--- src/rtl/vle_pkg.sv ---
`default_nettype none

package vle_pkg;

  localparam int LINE_CAPACITY = 32;
  localparam int LEN_W = $clog2(LINE_CAPACITY + 1);
  localparam int ADDR_W = (LINE_CAPACITY > 1) ? $clog2(LINE_CAPACITY) : 1;

  localparam logic [7:0] BYTE_BS = 8'h08;
  localparam logic [7:0] BYTE_LF = 8'h0A;
  localparam logic [7:0] BYTE_CR = 8'h0D;
  localparam logic [7:0] BYTE_ESC = 8'h1B;
  localparam logic [7:0] BYTE_SP = 8'h20;
  localparam logic [7:0] BYTE_DEL = 8'h7F;
  localparam logic [7:0] BYTE_LBRACKET = 8'h5B;
  localparam logic [7:0] BYTE_UP = 8'h41;

  localparam logic [1:0] OP_PRINT = 2'd0;
  localparam logic [1:0] OP_BS = 2'd1;
  localparam logic [1:0] OP_RECALL = 2'd2;
  localparam logic [1:0] OP_CR = 2'd3;

  typedef struct packed {
    logic [1:0] op;
    logic [7:0] data;
  } cmd_t;

  function automatic logic [7:0] prompt_char(input logic [1:0] pos);
    logic [7:0] c;
    case (pos)
      2'd0: c = 8'h63;
      2'd1: c = 8'h6D;
      2'd2: c = 8'h64;
      default: c = 8'h3E;
    endcase
    return c;
  endfunction

endpackage

`default_nettype wire

--- src/rtl/vt100_line_editor.sv ---
`default_nettype none

// Terminal line editor: received bytes are pushed in as words, and echo bytes
// (kind 0) and finished command lines (kind 1) come out as words, with last set
// on the final word caused by each received byte. A front stage tracks escape
// sequences and queues edit commands in a two-word queue; a back sequencer
// carries them out against the line and history RAMs and drives one output
// word per cycle into the output register while that register is free or being
// popped. A printable byte or backspace passes through the queue slot and then
// the output register before its echo appears; backspace echoes BS, space, BS,
// a history recall of L bytes echoes those L bytes, and a carriage return with an
// L-byte line emits CR, LF, the L line bytes and the four-byte prompt. The input
// stalls only when the command queue is full; bytes that yield no output are
// also accepted whenever the queue is not full. Lines hold up to LINE_CAPACITY
// bytes; further printables are echoed but not stored.
module vt100_line_editor
  import vle_pkg::*;
(
  input  wire logic       clk,
  input  wire logic       rst,
  input  wire logic [7:0] rx_byte,
  input  wire logic       push,
  output logic            full,
  output logic [7:0]      out_byte,
  output logic            out_kind,
  output logic            last,
  output logic            empty,
  input  wire logic       pop
);

  logic accept;
  logic cmd_valid;
  cmd_t cmd;
  logic q_empty;
  logic q_pop;
  cmd_t q_cmd;

  assign accept = push && !full;

  vle_front u_front (
    .clk      (clk),
    .rst      (rst),
    .rx_byte  (rx_byte),
    .accept   (accept),
    .cmd_valid(cmd_valid),
    .cmd      (cmd)
  );

  vle_cmd_queue u_queue (
    .clk    (clk),
    .rst    (rst),
    .wr_en  (cmd_valid),
    .wr_cmd (cmd),
    .q_full (full),
    .q_empty(q_empty),
    .rd_en  (q_pop),
    .rd_cmd (q_cmd)
  );

  vle_back u_back (
    .clk     (clk),
    .rst     (rst),
    .q_empty (q_empty),
    .q_cmd   (q_cmd),
    .q_pop   (q_pop),
    .out_byte(out_byte),
    .out_kind(out_kind),
    .last    (last),
    .empty   (empty),
    .pop     (pop)
  );

endmodule

`default_nettype wire

--- src/rtl/vle_ram.sv ---
`default_nettype none

module vle_ram #(
  parameter int WIDTH = 8,
  parameter int DEPTH = 32,
  localparam int AW = (DEPTH > 1) ? $clog2(DEPTH) : 1
) (
  input  wire logic                     clk,
  input  wire logic                     we,
  input  wire logic [AW-1:0]            waddr,
  input  wire logic [WIDTH-1:0]         wdata,
  input  wire logic [AW-1:0]            raddr,
  output logic      [WIDTH-1:0]         rdata
);

  logic [WIDTH-1:0] mem [DEPTH];

  always_ff @(posedge clk) begin
    if (we) begin
      mem[waddr] <= wdata;
    end
    rdata <= mem[raddr];
  end

endmodule

`default_nettype wire

--- src/rtl/vle_front.sv ---
`default_nettype none

module vle_front
  import vle_pkg::*;
(
  input  wire logic       clk,
  input  wire logic       rst,
  input  wire logic [7:0] rx_byte,
  input  wire logic       accept,
  output logic            cmd_valid,
  output cmd_t            cmd
);

  localparam logic [1:0] ESC_NORMAL = 2'd0;
  localparam logic [1:0] ESC_SEEN = 2'd1;
  localparam logic [1:0] ESC_BRACKET = 2'd2;

  logic [1:0] esc_state;
  logic [1:0] esc_state_next;

  always_comb begin
    esc_state_next = esc_state;
    cmd_valid = 1'b0;
    cmd.op = OP_PRINT;
    cmd.data = rx_byte;
    if (accept) begin
      case (esc_state)
        ESC_SEEN: begin
          esc_state_next = (rx_byte == BYTE_LBRACKET) ? ESC_BRACKET : ESC_NORMAL;
        end
        ESC_BRACKET: begin
          esc_state_next = ESC_NORMAL;
          if (rx_byte == BYTE_UP) begin
            cmd_valid = 1'b1;
            cmd.op = OP_RECALL;
          end
        end
        default: begin
          esc_state_next = ESC_NORMAL;
          if (rx_byte == BYTE_ESC) begin
            esc_state_next = ESC_SEEN;
          end else if (rx_byte == BYTE_CR) begin
            cmd_valid = 1'b1;
            cmd.op = OP_CR;
          end else if (rx_byte == BYTE_BS) begin
            cmd_valid = 1'b1;
            cmd.op = OP_BS;
          end else if (rx_byte inside {[BYTE_SP : BYTE_DEL - 8'd1]}) begin
            cmd_valid = 1'b1;
            cmd.op = OP_PRINT;
          end
        end
      endcase
    end
  end

  always_ff @(posedge clk) begin
    if (rst) begin
      esc_state <= ESC_NORMAL;
    end else begin
      esc_state <= esc_state_next;
    end
  end

endmodule

`default_nettype wire

--- src/rtl/vle_cmd_queue.sv ---
`default_nettype none

module vle_cmd_queue
  import vle_pkg::*;
(
  input  wire logic clk,
  input  wire logic rst,
  input  wire logic wr_en,
  input  cmd_t      wr_cmd,
  output logic      q_full,
  output logic      q_empty,
  input  wire logic rd_en,
  output cmd_t      rd_cmd
);

  cmd_t       slots [2];
  logic       wr_ptr;
  logic       rd_ptr;
  logic [1:0] count;

  assign q_full = (count == 2'd2);
  assign q_empty = (count == 2'd0);
  assign rd_cmd = slots[rd_ptr];

  always_ff @(posedge clk) begin
    if (wr_en) begin
      slots[wr_ptr] <= wr_cmd;
    end
  end

  always_ff @(posedge clk) begin
    if (rst) begin
      wr_ptr <= 1'b0;
      rd_ptr <= 1'b0;
      count <= 2'd0;
    end else begin
      if (wr_en) begin
        wr_ptr <= ~wr_ptr;
      end
      if (rd_en) begin
        rd_ptr <= ~rd_ptr;
      end
      case ({wr_en, rd_en})
        2'b10: count <= count + 2'd1;
        2'b01: count <= count - 2'd1;
        default: count <= count;
      endcase
    end
  end

endmodule

`default_nettype wire

--- src/rtl/vle_back.sv ---
`default_nettype none

module vle_back
  import vle_pkg::*;
(
  input  wire logic       clk,
  input  wire logic       rst,
  input  wire logic       q_empty,
  input  cmd_t            q_cmd,
  output logic            q_pop,
  output logic [7:0]      out_byte,
  output logic            out_kind,
  output logic            last,
  output logic            empty,
  input  wire logic       pop
);

  localparam logic [2:0] S_IDLE = 3'd0;
  localparam logic [2:0] S_BS_SP = 3'd1;
  localparam logic [2:0] S_BS_END = 3'd2;
  localparam logic [2:0] S_RECALL = 3'd3;
  localparam logic [2:0] S_LF = 3'd4;
  localparam logic [2:0] S_LINE = 3'd5;
  localparam logic [2:0] S_PROMPT = 3'd6;

  logic [2:0]        state;
  logic [2:0]        state_next;
  logic [ADDR_W-1:0] idx;
  logic [ADDR_W-1:0] idx_next;
  logic [1:0]        pidx;
  logic [1:0]        pidx_next;
  logic [LEN_W-1:0]  line_len;
  logic [LEN_W-1:0]  line_len_next;
  logic [LEN_W-1:0]  hist_len;
  logic [LEN_W-1:0]  hist_len_next;
  logic              out_valid;

  logic              out_free;
  logic              emit;
  logic [7:0]        e_byte;
  logic              e_kind;
  logic              e_last;

  logic              line_we;
  logic [ADDR_W-1:0] line_waddr;
  logic [7:0]        line_wdata;
  logic [7:0]        line_rd;
  logic              hist_we;
  logic [7:0]        hist_rd;
  logic [LEN_W-1:0]  idx_ext;

  // both stores are read at idx_next, so rd data always matches idx
  vle_ram #(.WIDTH(8), .DEPTH(LINE_CAPACITY)) u_line_ram (
    .clk  (clk),
    .we   (line_we),
    .waddr(line_waddr),
    .wdata(line_wdata),
    .raddr(idx_next),
    .rdata(line_rd)
  );

  vle_ram #(.WIDTH(8), .DEPTH(LINE_CAPACITY)) u_hist_ram (
    .clk  (clk),
    .we   (hist_we),
    .waddr(idx),
    .wdata(line_rd),
    .raddr(idx_next),
    .rdata(hist_rd)
  );

  assign out_free = !out_valid || pop;
  assign empty = !out_valid;
  assign idx_ext = LEN_W'(idx);

  always_comb begin
    state_next = state;
    idx_next = idx;
    pidx_next = pidx;
    line_len_next = line_len;
    hist_len_next = hist_len;
    q_pop = 1'b0;
    emit = 1'b0;
    e_byte = BYTE_SP;
    e_kind = 1'b0;
    e_last = 1'b0;
    line_we = 1'b0;
    line_waddr = idx;
    line_wdata = hist_rd;
    hist_we = 1'b0;
    if (out_free) begin
      case (state)
        S_IDLE: begin
          if (!q_empty) begin
            q_pop = 1'b1;
            case (q_cmd.op)
              OP_PRINT: begin
                emit = 1'b1;
                e_byte = q_cmd.data;
                e_last = 1'b1;
                if (line_len < LEN_W'(LINE_CAPACITY)) begin
                  line_we = 1'b1;
                  line_waddr = line_len[ADDR_W-1:0];
                  line_wdata = q_cmd.data;
                  line_len_next = line_len + LEN_W'(1);
                end
              end
              OP_BS: begin
                if (line_len != '0) begin
                  line_len_next = line_len - LEN_W'(1);
                  emit = 1'b1;
                  e_byte = BYTE_BS;
                  state_next = S_BS_SP;
                end
              end
              OP_RECALL: begin
                line_len_next = hist_len;
                idx_next = '0;
                if (hist_len != '0) begin
                  state_next = S_RECALL;
                end
              end
              default: begin
                if (line_len != '0) begin
                  hist_len_next = line_len;
                end
                pidx_next = 2'd0;
                emit = 1'b1;
                e_byte = BYTE_CR;
                state_next = S_LF;
              end
            endcase
          end
        end
        S_BS_SP: begin
          emit = 1'b1;
          e_byte = BYTE_SP;
          state_next = S_BS_END;
        end
        S_BS_END: begin
          emit = 1'b1;
          e_byte = BYTE_BS;
          e_last = 1'b1;
          state_next = S_IDLE;
        end
        S_RECALL: begin
          emit = 1'b1;
          e_byte = hist_rd;
          e_last = (idx_ext == hist_len - LEN_W'(1));
          line_we = 1'b1;
          if (e_last) begin
            state_next = S_IDLE;
          end else begin
            idx_next = idx + ADDR_W'(1);
          end
        end
        S_LF: begin
          emit = 1'b1;
          e_byte = BYTE_LF;
          idx_next = '0;
          state_next = (line_len != '0) ? S_LINE : S_PROMPT;
        end
        S_LINE: begin
          emit = 1'b1;
          e_byte = line_rd;
          e_kind = 1'b1;
          hist_we = 1'b1;
          if (idx_ext == line_len - LEN_W'(1)) begin
            state_next = S_PROMPT;
          end else begin
            idx_next = idx + ADDR_W'(1);
          end
        end
        S_PROMPT: begin
          emit = 1'b1;
          e_byte = prompt_char(pidx);
          e_last = (pidx == 2'd3);
          pidx_next = pidx + 2'd1;
          if (e_last) begin
            line_len_next = '0;
            state_next = S_IDLE;
          end
        end
        default: begin
          state_next = S_IDLE;
        end
      endcase
    end
  end

  always_ff @(posedge clk) begin
    if (rst) begin
      state <= S_IDLE;
      line_len <= '0;
      hist_len <= '0;
      out_valid <= 1'b0;
    end else begin
      state <= state_next;
      line_len <= line_len_next;
      hist_len <= hist_len_next;
      if (out_free) begin
        out_valid <= emit;
      end
    end
  end

  always_ff @(posedge clk) begin
    idx <= idx_next;
    pidx <= pidx_next;
    if (out_free && emit) begin
      out_byte <= e_byte;
      out_kind <= e_kind;
      last <= e_last;
    end
  end

endmodule

`default_nettype wire

--- config.mk ---
export PLATFORM = sky130hd
export DESIGN_NAME = vt100_line_editor
export DESIGN_NICKNAME = d
export VERILOG_FILES = /design/src/rtl/vle_pkg.sv /design/src/rtl/vt100_line_editor.sv /design/src/rtl/vle_ram.sv /design/src/rtl/vle_front.sv /design/src/rtl/vle_cmd_queue.sv /design/src/rtl/vle_back.sv
export SDC_FILE = /design/constraint.sdc
export NUM_CORES = 1
export LEC_CHECK = 0
export BUFFER_PORTS_ARGS = -buffer_cell sky130_fd_sc_hd__buf_4
export CAP_MARGIN = 20
export CORE_ASPECT_RATIO = 1.1
export CORE_MARGIN = 10
export CORE_UTILIZATION = 35
export DETAILED_ROUTE_END_ITERATION = 10
export GPL_ROUTABILITY_DRIVEN = 1
export PLACE_DENSITY = 0.53
export REMOVE_ABC_BUFFERS = 1
export SLEW_MARGIN = 0
export SYNTH_ARGS = -nofsm -noshare
export SYNTH_HDL_FRONTEND = slang
export SYNTH_HIERARCHICAL = 1
export SYNTH_SLANG_ARGS = --single-unit
--- constraint.sdc ---
create_clock -name clk -period 10.3 [get_ports clk]
set_input_delay 1.03 -clock clk [delete_from_list [all_inputs] [get_ports clk]]
set_output_delay 1.03 -clock clk [all_outputs]
set_load 0.02 [all_outputs]
* Yosys cells after proc, flatten, opt, wreduce, memory -nomap -nowiden
Memories as Yosys holds them, arrays and structs flattened. A register that Yosys moved wholly into a read port is not among the register bits. Cells that the tools add are included.
Word-level totals: register bits after elaboration 39, bits in writable memories 532, bits of input ports 12, output and inout port bits 12, word-level logic and storage cells 165, memories 3
Operators by class: add/subtract/negate cells 7, order comparisons 3, equality and inequality tests 33, mux-type cells 82, bitwise logic cells 4, reduce and logical (&&, ||, !) cells 20
Memories:
- u_back.u_hist_ram.mem | words 32, width 8, read ports 1, clocked after Yosys merged registers in 1, write ports 1, line vle_ram.sv:16 | logic [WIDTH-1:0] mem [DEPTH];
- u_back.u_line_ram.mem | words 32, width 8, read ports 1, clocked after Yosys merged registers in 1, write ports 1, line vle_ram.sv:16
- u_queue.slots | words 2, width 10, read ports 1, clocked after Yosys merged registers in 1, write ports 1, line vle_cmd_queue.sv:16 | cmd_t slots [2];
Operators by type and width (number):
- two-way mux 5 bit | 10
- two-way mux 8 bit | 6
- case mux 8 bit (6 select lines) | 1
- two-way mux 1 bit | 30
- two-way mux 6 bit | 5
- case mux 8 bit (3 select lines) | 1
- case mux 7 bit (3 select lines) | 1
- case mux 5 bit (4 select lines) | 1
- two-way mux 3 bit | 6
- case mux 3 bit (6 select lines) | 1
- case mux 6 bit (3 select lines) | 1
- == test 8 x 4 -> 1 bit (second input constant) | 2
- == test 8 x 7 -> 1 bit (second input constant) | 2
- two-way mux 2 bit | 8
- case mux 2 bit (2 select lines) | 4
- == test 2 bit (second input constant) | 6
- == test 5 x 6 -> 1 bit | 2
- case mux 6 bit (2 select lines) | 1
- nonzero test 6 bit | 2
- subtractor 6 x 1 -> 6 bit (second input constant) | 2
- == test 3 bit (second input constant) | 3
- != test 3 x 2 -> 1 bit (second input constant) | 3
- case mux 3 bit (3 select lines) | 1
- == test 2 x 1 -> 1 bit (second input constant) | 4
- other kinds (28) | 46

* Logic depth before layout (Yosys ltp)
Gate-level depths: netlist of the first run.
depth in word-level cells 10, gate-level depth with buffers 14, depth with buffers taken out 11

* Hierarchy
Netlist of the first run, hierarchy kept.
Modules (own cells, without submodules):
- vle_ram | instances 2, cells an instance 417, area each 10053.4 µm², sequential area each 7847.5 µm²
- vle_back | instances 1, cells an instance 324, area each 2632.5 µm², sequential area each 780.7 µm²
- vle_cmd_queue | instances 1, cells an instance 53, area each 923.4 µm², sequential area each 700.7 µm²
- vle_front | instances 1, cells an instance 41, area each 304.0 µm², sequential area each 40.0 µm²
- vt100_line_editor | instances 1, cells an instance 1, area each 13.8 µm², sequential area each 0.0 µm²

* Worst setup path after synthesis of the first run
No wires, ideal clock.
path kind register to register, start point register u_back.hist_len[0], end point register u_back.u_hist_ram.rdata[0], read port of u_back.u_hist_ram.mem, library setup time 121 ps, arrival time 4023 ps, data required time 10179 ps, path slack 6157 ps, stages on the path, launching flop included 12, buffers on the path 2, clock period less this slack 4143 ps, path through dfxtp_1 -> or4_1 -> or3_4 -> a2111oi_4 -> a21oi_2 -> o221a_2 -> a22oi_1 -> clkbuf_1 -> clkbuf_1 -> mux4_2 -> mux4_2 -> mux2_2
Between the ends: cells in the longest elaborated chain, start to end 5
RTL lines:
- from (decl) | line vle_back.sv:34 | logic [LEN_W-1:0] hist_len;
- from (signal assigned) | line vle_back.sv:199 | hist_len <= hist_len_next;
- subtractor 6 x 1 -> 6 bit | line vle_back.sv:148 | e_last = (idx_ext == hist_len - LEN_W'(1));
- == test 5 x 6 -> 1 bit | line vle_back.sv:148
- two-way mux 5 bit | line vle_back.sv:150 | if (e_last) begin
- case mux 5 bit (4 select lines) | line vle_back.sv:91 | case (state)
- two-way mux 5 bit | line vle_back.sv:90 | if (out_free) begin
- via u_back.idx_next[2] | line vle_back.sv:29 | logic [ADDR_W-1:0] idx_next;
- to (decl) | line vle_ram.sv:13 | output logic [WIDTH-1:0] rdata
The timed path passes the listed nets, and every way through them passes these cells. A chain may end at the register's enable or synchronous reset.

* Final worst setup path of the first run
start point register u_back.line_len[0], end point register u_back.u_line_ram.rdata[4], read port of u_back.u_line_ram.mem
Between the ends: cells in the longest elaborated chain, start to end 5
RTL lines:
- from (decl) | line vle_back.sv:32 | logic [LEN_W-1:0] line_len;
- from (signal assigned) | line vle_back.sv:198 | line_len <= line_len_next;
- subtractor 6 x 1 -> 6 bit | line vle_back.sv:167 | if (idx_ext == line_len - LEN_W'(1)) begin
- == test 5 x 6 -> 1 bit | line vle_back.sv:167
- two-way mux 5 bit | line vle_back.sv:167
- case mux 5 bit (4 select lines) | line vle_back.sv:91
- two-way mux 5 bit | line vle_back.sv:90
- via u_back.idx_next[0] | line vle_back.sv:29
- to (decl) | line vle_ram.sv:13
The timed path passes the listed nets, and every way through them passes these cells.

==> flow_summary.ini, run 1 <==
[global_routing]
grt_pass1_vias = 12003
grt.overflow.total = 0
grt_max_degree = 100
antenna_found_initial = 0
grt_pass1_wl_um = 82530
gr-usage-all-layers_pct = 13.84

[floorplan]
die-width_um = 269.6
die-area_mm2 = 0.07940
die_h_um = 294.5
ios = 24
start_util_pct = 35.36
fp-row-count = 100
core_mm2 = 0.06782

[final_layout]
syn_to_final_growth_pct = 13.46
regArea_mm2 = 0.01722
nets = 1325
multi_input_area_mm2 = 0.006352
diodes = 0
stdcell_area_mm2 = 0.02721
layout.cells.non_filler = 2267
drive_above_1_share_pct = 26.54
fillers = 6133

[routing]
drt-pass1-iter-count = 5
num_vias = 11847
drc = 0
routed_wl_um = 55290
wl_per_cell_um = 24.39
viasPerCell = 5.226
drtIter0Drc = 924
antenna_left = 0

[critical_path]
crit_path_max_fanout = 99
required_ns = 10.81
arrival_ns = 5.85
cp-end-kind = flop
startpoint_type = flop
worstSetupPathType = flop to flop

[place]
hpwl_um = 33700
dp.cells = 2146
placed_area_mm2 = 0.02518
portBuffers = 23
place_congestion = 0.8119

[timing]
finalCritPeriodShare_pct = 51.86
slew_viol_final = 0
fin_skew_ns = 0.02010
setup_viol = 0
period_minus_slack_ns = 5.342
tightest_slew_ns = 1.211
timing.final.hold_violations = 0
rsz0062_at_grt = no
max_freq_ghz = 0.1872
slew_headroom_pct = 19.28

[power]
peakVddDrop_uv = 169.8
powerDensity_mw_per_mm2 = 283.1
power_mw = 7.704
leakage_nw = 8.295

[synth]
ys_top_cells_by_area = edfxtp_1, mux4_2, dfxtp_1
synth.distinct_cells = 66
synth_top_area_cell = edfxtp_1
yosysWarningCount = 6
synthAdderAreaFrac_pct = 0.8348
synth_common_cells = edfxtp_1, mux4_2, nor2_1, dfxtp_1, mux2_2
synth_compound_area_share_pct = 2.922
postSynth.asyncResetShare_pct = 0
synthFlopType = edfxtp_1
synth-xor-area-share_pct = 0.8609
synth_top_family_by_area = multiplexers
ys_ff_latch = 588
synth_mux_area_share_pct = 17.14
synth_edf_count = 544
yosysMostFrequentCell = edfxtp_1
synthesis.area_mm2 = 0.02398
avgSynthCellArea_um2 = 19.14
yosys.area_share.simple_pct = 4.513
synth.top_cell.area_share_pct = 68.12
ys_seq_area_share_pct = 71.79
synthCells = 1253

[clock_tree]
path_clk_slew_ns = 0.06
cts_tree = yes
postCtsHoldBufs = 0
post_cts_buffers = 0
clockBufferDepth = 3
clock_latency_ns = 0.62
clockRootBuffer = clkbuf_16
cts_max_level = 2
cts_resized = 0
cts_sinks = 588
cts_buffers = 61

[min_path]
min_path_type = flop to flop

[flow_run]
drv_cap = 0

[run_status]
status = finished, final reports clean
cell type report:
class,instances,share of cell area [%]
sequential,588,63.28
clock inverter,32,1.044
clock buffer,83,6.172
timing repair buffer,51,1.550
multi-input combinational,567,23.35
inverter,28,0.3863
tap,918,4.222
layout by cell type, fill, tap and decap left out, types with 5 or more instances in the layout:
cell type  count
a31oi_1        5
nor2b_1        5
dfxtp_1       44
nor3_1        10
clkinv_2      10
nor2_1       116
clkbuf_16     61
mux2i_1        7
nand2_1       17
clkbuf_1      15
buf_6          7
o21ai_0       18
mux2_2        37
nand3b_1      11
clkinv_1      12
clkbuf_8       7
xnor2_1       18
a21oi_1       30
nand2b_1       8
inv_1         27
mux4_2       160
edfxtp_1     544
buf_4         43
nand3_1       17
ha_1          16
or3b_2         7
or3_1          7
nand4_1        5
flip-flops by register name, indices dropped and copies added, names as in the netlist, 3 cells and up, named ones only:
| register | cells |
|---|---|
| u_back/hist_len | 6 |
| u_back/idx | 5 |
| u_back/line_len | 6 |
| u_back/out_byte | 8 |
| u_back/state | 3 |
| u_back/u_hist_ram/mem | 256 |
| u_back/u_hist_ram/rdata | 8 |
| u_back/u_line_ram/mem | 256 |
| u_back/u_line_ram/rdata | 8 |
| u_queue/slots | 20 |
path summary, 6_finish.rpt:
path	start	endpoint	slack, ns	cells past startpoint
min reg2reg	u_front/esc_state[0]$_SDFFE_PP0P_	u_front/esc_state[0]$_SDFFE_PP0P_	0.50	2
max reg2reg	u_back/line_len[0]$_SDFFE_PP0P_	u_back/u_line_ram/rdata[4]$_DFF_P_	4.96	12
max	u_back/line_len[0]$_SDFFE_PP0P_	u_back/u_line_ram/rdata[4]$_DFF_P_	4.96	12
min	u_front/esc_state[0]$_SDFFE_PP0P_	u_front/esc_state[0]$_SDFFE_PP0P_	0.50	2
worst max-delay path, stage by stage, from the launching register on:
cell and delay (ns):
dfxtp_1 0.44, inv_1 0.12, ha_1 0.30, xnor2_1 0.16, a211o_1 0.32, a2111oi_1 0.64
a21oi_1 0.28, o21ai_0 0.79, mux2i_4 0.16, buf_12 0.30, mux4_2 0.63, mux4_2 0.57
mux2_2 0.29
through the flow:
| stage | utilization [%] | hold slack [ns] | TNS (ns) | setup WS, ns |
|---|---|---|---|---|
| after floorplan | - | 0.4558 | -84.41 | -5.020 |
| after global placement | 37.10 | 0.4729 | 0 | 5.157 |
| after detailed placement | 37.13 | 0.4894 | 0 | 5.124 |
| after CTS | 40.02 | 0.4981 | 0 | 5.104 |
| after global routing | 40.12 | 0.5332 | 0 | 4.734 |
| final | 40.12 | 0.4995 | 0 | 4.958 |
kinds of logic (layout without fill, tap and decap cells):
logic type	Yosys count	after routing
AND/OR/NAND/NOR	221	221
adder cells (fa/ha/maj)	16	16
multiplexers	206	206
XOR/XNOR	22	22
buffers and inverters	98	194
AO/OA/AOI/OAI	102	102
flip-flops	588	588
layer usage:
| layer | GRT usage (%) | part of all wire [%] | routed length [um] | vias to the layer above |
|---|---|---|---|---|
| met2 | 23.72 | 51 | 28160 | 307 |
| met4 | 3.263 | 1.6 | 882 | 0 |
| li1 | - | - | - | 5188 |
| met1 | 18.33 | 43 | 23830 | 6282 |
| met5 | 0 | 0 | 0 | - |
| met3 | 2.067 | 4.4 | 2418 | 70 |
report_power, final:
part / leakage, nW / internal (mW) / switching [mW]
sequential: 5.26 / 3.10 / 0.141
combinational: 2.07 / 0.951 / 1.36
clock: 0.962 / 1.24 / 0.900
total: 8.30 / 5.30 / 2.41
No activity file was read; power rests on OpenSTA's default activity.
==> inputs of run 2 (changes only) <==
--- a/config.mk
+++ b/config.mk
@@ -12,7 +12,7 @@
 export CORE_UTILIZATION = 35
 export DETAILED_ROUTE_END_ITERATION = 10
 export GPL_ROUTABILITY_DRIVEN = 1
-export PLACE_DENSITY = 0.53
+export PLACE_DENSITY = 0.55
 export REMOVE_ABC_BUFFERS = 1
 export SLEW_MARGIN = 0
 export SYNTH_ARGS = -nofsm -noshare
==> constraint.sdc (replaced) <==
create_clock -name clk -period 4.65 [get_ports clk]
set_input_delay 0.465 -clock clk [delete_from_list [all_inputs] [get_ports clk]]
set_output_delay 0.465 -clock clk [all_outputs]
set_load 0.02 [all_outputs]
==> run 2 against run 1 <==
  * Critical endpoint is now u_back/u_hist_ram/rdata[3]$_DFF_P_
  * Global-route usage grew 0.24 points
  * Die area stayed put
  * Critical path type unchanged
  * Clock skew grew 0.0042 ns
  * Critical path depth is the same
==> flow_summary.ini, run 2 (synthesis gave the netlist of run 1 again) <==
[clock_tree]
path_clk_slew_ns = 0.06
postCtsHoldBufs = 0
cts_max_level = 2
cts_tree = yes
clockRootBuffer = clkbuf_16
clock_latency_ns = 0.63
clockBufferDepth = 3
cts_buffers = 61
cts_sinks = 588

[critical_path]
timing.critical_path.buf_inv = 3
startpoint_type = flop
required_ns = 5.15
arrival_ns = 5.00
rr_startpoint = u_back/hist_len[0]$_SDFFE_PP0P_
cp-end-kind = flop
worstSetupPathType = flop to flop
timing.rr.end = u_back/u_hist_ram/rdata[3]$_DFF_P_
cp_top_family = multiplexers
ff2ff_path_depth = 12
path_depth = 12
slowest_stage = or4_1
ff2ff_setup_slack_ns = 0.15
cp_cell_sequence = or4_1, or3_4, a2111oi_4, a21oi_2, o221a_2, mux2i_4, buf_12, buf_4, buf_4, mux4_2, mux4_2, mux2_2
slowest_delay_ns = 0.57
crit_path_max_fanout = 6

[min_path]
min_path_type = input port to flop
hold_depth = 1
hold_end = u_queue/slots[0][1]$_DFFE_PP_
min_from = rx_byte[1]

[final_layout]
fillers = 6096
multi_input_area_mm2 = 0.006357
largestRegisters = u_back/u_hist_ram/mem x256, u_back/u_line_ram/mem x256, u_queue/slots x20
drive_above_1_share_pct = 29.44
syn_to_final_growth_pct = 16.16
regArea_mm2 = 0.01722
utilization_pct = 41.08
layout_common_cells = edfxtp_1, mux4_2, nor2_1
final_common_cell = edfxtp_1
nets = 1399
layout.cells.non_filler = 2342

[routing]
wl_per_cell_um = 24.27
viasPerCell = 5.229
num_vias = 12247
drt-pass1-iter-count = 5
drc = 0
antenna_left = 0
drtIter0Drc = 1059
routed_wl_um = 56830

[global_routing]
grt_pass1_wl_um = 84390
grt.overflow.total = 0
gr-usage-all-layers_pct = 14.08
grt_pass1_vias = 12508
antenna_found_initial = 0
grt_max_degree = 36

[place]
portBuffers = 23
hpwl_um = 36490
dp.cells = 2224
dp_worst_setup_slack_ns = 0.1038
place_congestion = 0.8104

[timing]
setup_viol = 0
finalCritPeriodShare_pct = 96.82
period_minus_slack_ns = 4.502
finalSetupTns_ns = 0
setup_ws_ns = 0.1477
rsz0062_at_grt = no
slew_viol_final = 0
max_freq_ghz = 0.2221
slew_headroom_pct = 27.43
fin_skew_ns = 0.02434
tightest_slew_ns = 1.089
timing.final.hold_violations = 0
holdWs_ns = 0.05016

[floorplan]
die-area_mm2 = 0.07940
ios = 24
fp-row-count = 100
die_h_um = 294.5
die-width_um = 269.6
start_util_pct = 35.36
core_mm2 = 0.06782

[power]
pwr-share-seq_pct = 41.0
leakage_nw = 8.684
intPower_mw = 11.92
power.share.switching_pct = 31.63
pwr-share-clk_pct = 26.3
peakVddDrop_uv = 310.7
powerDensity_mw_per_mm2 = 625.8
p_comb_share_pct = 32.7
p_switching_mw = 5.514

[flow_run]
drv_cap = 0

[run_status]
status = finished, final reports clean
[run 2: cell count changes in the layout (fill, tap and decap cells not counted), sizes merged, moves of 2 or more]
| cell | before | now |
|---|---|---|
| inv | 32 | 28 |
| buf | 51 | 124 |
| clkbuf | 83 | 81 |
| clkinv | 22 | 31 |
[run 2: cell type report]
class                   instances  area share [%]
well taps                     918           4.123
repair buffers                125           4.146
flip-flops and latches        588           61.81
inverters                      28          0.3773
diodes                          1        0.008984
clock buffers                  80           5.812
clock inverters                35          0.9028
multi-input cells             567           22.82
[run 2: how the worst max path moves through the flow]
stage / from / slack (ns) / endpoint
after global placement: u_back/line_len[0]$_SDFFE_PP0P_ / 0.11 / u_back/u_line_ram/rdata[0]$_DFF_P_
after detailed placement: u_back/line_len[0]$_SDFFE_PP0P_ / 0.10 / u_back/u_line_ram/rdata[4]$_DFF_P_
after global routing: u_back/hist_len[0]$_SDFFE_PP0P_ / 0.01 / u_back/u_hist_ram/rdata[3]$_DFF_P_
final: u_back/hist_len[0]$_SDFFE_PP0P_ / 0.15 / u_back/u_hist_ram/rdata[3]$_DFF_P_
after floorplan: u_back/hist_len[0]$_SDFFE_PP0P_ / -10.67 / u_back/u_hist_ram/rdata[0]$_DFF_P_
after CTS: u_back/line_len[0]$_SDFFE_PP0P_ / 0.06 / u_back/u_line_ram/rdata[0]$_DFF_P_
[run 2: repair_timing]
item / CTS / global route
setup buffers: 0 / 1
resized for setup: 0 / 3
setup endpoints to repair: 0 / 7
[run 2: metal layers]
metal	global-route usage [%]	vias to the layer above	part of all wire, %
met5	0	-	0
met4	3.427	0	1.8
met3	2.221	75	4.6
met2	24.55	316	51
met1	18.17	6539	43
li1	-	5317	-
[run 2: power groups by stage]
stage / Sequential (mW) / Combinational (mW) / Clock (mW)
final: 7.14 / 5.70 / 4.59
after global routing: 7.17 / 6.13 / 4.91
after CTS: 7.15 / 5.75 / 4.70
after detailed placement: 7.26 / 5.73 / 0
after global placement: 7.26 / 5.65 / 0
after floorplan: 7.36 / 3.15 / 0
[run 2: worst reg2reg max path, cell delays in order (launching register included)]
cell	delay, ns
dfxtp_1	0.36
or4_1	0.57
or3_4	0.36
a2111oi_4	0.45
a21oi_2	0.16
o221a_2	0.40
mux2i_4	0.24
buf_12	0.16
buf_4	0.16
buf_4	0.16
mux4_2	0.53
mux4_2	0.57
mux2_2	0.30
[run 2: stage by stage]
step                power (mW)  cell area (um^2)
floorplan                10.51             23620
global placement         12.91             25930
detailed placement       12.99             25930
CTS                      17.59             27800
global route             18.21             27850
finish                   17.43             27860
==> inputs of run 3 (changes only) <==
--- a/config.mk
+++ b/config.mk
@@ -8,7 +8,7 @@
 export BUFFER_PORTS_ARGS = -buffer_cell sky130_fd_sc_hd__buf_4
 export CAP_MARGIN = 20
 export CORE_ASPECT_RATIO = 1.1
-export CORE_MARGIN = 10
+export CORE_MARGIN = 4
 export CORE_UTILIZATION = 35
 export DETAILED_ROUTE_END_ITERATION = 10
 export GPL_ROUTABILITY_DRIVEN = 1
==> run 3 against run 2 <==
  * Sequential power about the same
  * Final area decreased by 0.51%
  * Global-route usage increased by 0.57 points
  * Sequential share of layout area increased by 0.32 points
  * Register-to-register slack improved by 0.07 ns
  * Clock power decreased by 2%
  * Clock skew increased by 0.0026 ns
  * Highest routed layer unchanged
==> flow_summary.ini, run 3 (synthesis gave the netlist of run 1 again) <==
[floorplan]
die-area_mm2 = 0.07277
start_util_pct = 35.36
core_mm2 = 0.06782
ios = 24
fp-row-count = 100
die_h_um = 282.5
die-width_um = 257.6

[run_status]
status = finished, final reports clean

[global_routing]
grt_pass1_vias = 12352
grt.overflow.total = 0
grt_max_degree = 45
gr-usage-all-layers_pct = 14.65
grt_pass1_wl_um = 81020
antenna_found_initial = 0

[final_layout]
fillers = 6084
regArea_mm2 = 0.01722
drive_above_1_share_pct = 29.11
largestRegisters = u_back/u_hist_ram/mem x256, u_back/u_line_ram/mem x256, u_queue/slots x20
layout_common_cells = edfxtp_1, mux4_2, nor2_1
diodes = 0
final_common_cell = edfxtp_1
stdcell_area_mm2 = 0.02771
nets = 1382
multi_input_area_mm2 = 0.006351
syn_to_final_growth_pct = 15.56

[critical_path]
arrival_ns = 4.93
cp-end-kind = flop
timing.rr.end = u_back/u_line_ram/rdata[1]$_DFF_P_
required_ns = 5.15
startpoint_type = flop
ff2ff_setup_slack_ns = 0.22
rr_startpoint = u_back/hist_len[0]$_SDFFE_PP0P_
crit_path_max_fanout = 18
worstSetupPathType = flop to flop
ff2ff_path_depth = 11

[clock_tree]
cts_sinks = 588
cts_max_level = 2
path_clk_slew_ns = 0.06
postCtsHoldBufs = 0
clock_latency_ns = 0.63
clockRootBuffer = clkbuf_16
cts_buffers = 60
clockBufferDepth = 3
cts_tree = yes

[routing]
routed_wl_um = 53730
wl_met2_um = 26870
drt-pass1-iter-count = 5
m1WireLength_um = 23330
drc = 0
top_layer = met4
viasPerCell = 5.183
num_vias = 12039
drtIter0Drc = 1104
antenna_left = 0
wl_per_cell_um = 23.13
dr_wl_met3_um = 2386

[timing]
fin_skew_ns = 0.02693
timing.final.hold_violations = 0
slew_viol_final = 0
finalSetupTns_ns = 0
finalCritPeriodShare_pct = 95.32
setup_viol = 0
rsz0062_at_grt = no
slew_headroom_pct = 33.57
max_freq_ghz = 0.2256
tightest_slew_ns = 0.9928
period_minus_slack_ns = 4.433

[power]
powerDensity_mw_per_mm2 = 624.4
power_mw = 17.30
leakage_nw = 8.593
peakVddDrop_uv = 294.9

[place]
hpwl_um = 35220
place_congestion = 0.8397
portBuffers = 23
placed_area_mm2 = 0.02585

[min_path]
min_from = rx_byte[1]
hold_end = u_queue/slots[1][1]$_DFFE_PP_
min_path_type = input port to flop
hold_depth = 1

[flow_run]
drv_cap = 0
-- run 3: cell count changes in the layout (fill, tap and decap cells not counted), moves of 3 or more --
cell / before / now
buf_4: 108 / 91
clkinv_1: 23 / 15
buf_12: 14 / 18
clkbuf_8: 0 / 4
clkinv_2: 7 / 11
clkbuf_16: 63 / 60
-- run 3: cell type report --
class	count	share of cell area [%]
well taps	918	4.145
clock buffers	81	5.847
multi-input cells	567	22.92
clock inverters	32	0.8217
repair buffers	109	3.765
inverters	28	0.3793
flip-flops and latches	588	62.12
-- run 3: worst max-delay path by stage --
| stage | to | start | depth (start not counted) | slack, ns |
|---|---|---|---|---|
| floorplan | u_back/u_hist_ram/rdata[0]$_DFF_P_ | u_back/hist_len[0]$_SDFFE_PP0P_ | 9 | -10.67 |
| global placement | u_back/u_line_ram/rdata[1]$_DFF_P_ | u_back/line_len[1]$_SDFFE_PP0P_ | 13 | 0.09 |
| detailed placement | u_back/u_hist_ram/rdata[3]$_DFF_P_ | u_back/line_len[1]$_SDFFE_PP0P_ | 12 | 0.09 |
| CTS | u_back/u_line_ram/rdata[1]$_DFF_P_ | u_back/line_len[1]$_SDFFE_PP0P_ | 13 | 0.06 |
| global route | u_back/u_line_ram/rdata[1]$_DFF_P_ | u_back/line_len[1]$_SDFFE_PP0P_ | 14 | 0.08 |
| finish | u_back/u_line_ram/rdata[1]$_DFF_P_ | u_back/hist_len[0]$_SDFFE_PP0P_ | 11 | 0.22 |
-- run 3: timing repair --
item                                    4_1_cts  5_1_grt
resized for setup                             0        1
endpoints found under the setup margin        0       14
buffers inserted                              0        1
-- run 3: stage by stage --
step	util, %	hold slack [ns]	setup WS (ns)	cells
floorplan	-	0.4558	-10.67	1183
detailed placement	38.12	0.4996	0.08919	2209
finish	40.87	0.05472	0.2174	2323
CTS	40.85	0.01691	0.06128	2322
global placement	38.12	0.4727	0.09270	2209
global route	40.87	0.02903	0.08352	2323
-- run 3: per-layer routing --
layer	vias to the layer above	track usage [%]
li1	5299	-
met1	6352	20.18
met2	306	24.86
met3	82	2.068
met4	0	3.659
met5	-	0
-- run 3: critical path, stage by stage, from the launching register on --
cell	delay [ns]
dfxtp_1	0.36
or4_1	0.56
or3_4	0.36
a2111oi_4	0.42
a21oi_2	0.11
o221a_2	0.39
mux2i_4	0.26
buf_4	0.21
buf_12	0.20
mux4_2	0.57
mux4_2	0.57
mux2_2	0.29
-- run 3: power breakdown --
part | internal, mW | switching (mW)
logic | 2.43 | 3.27
registers | 6.87 | 0.241
clock network | 2.55 | 1.94
total | 11.9 | 5.45
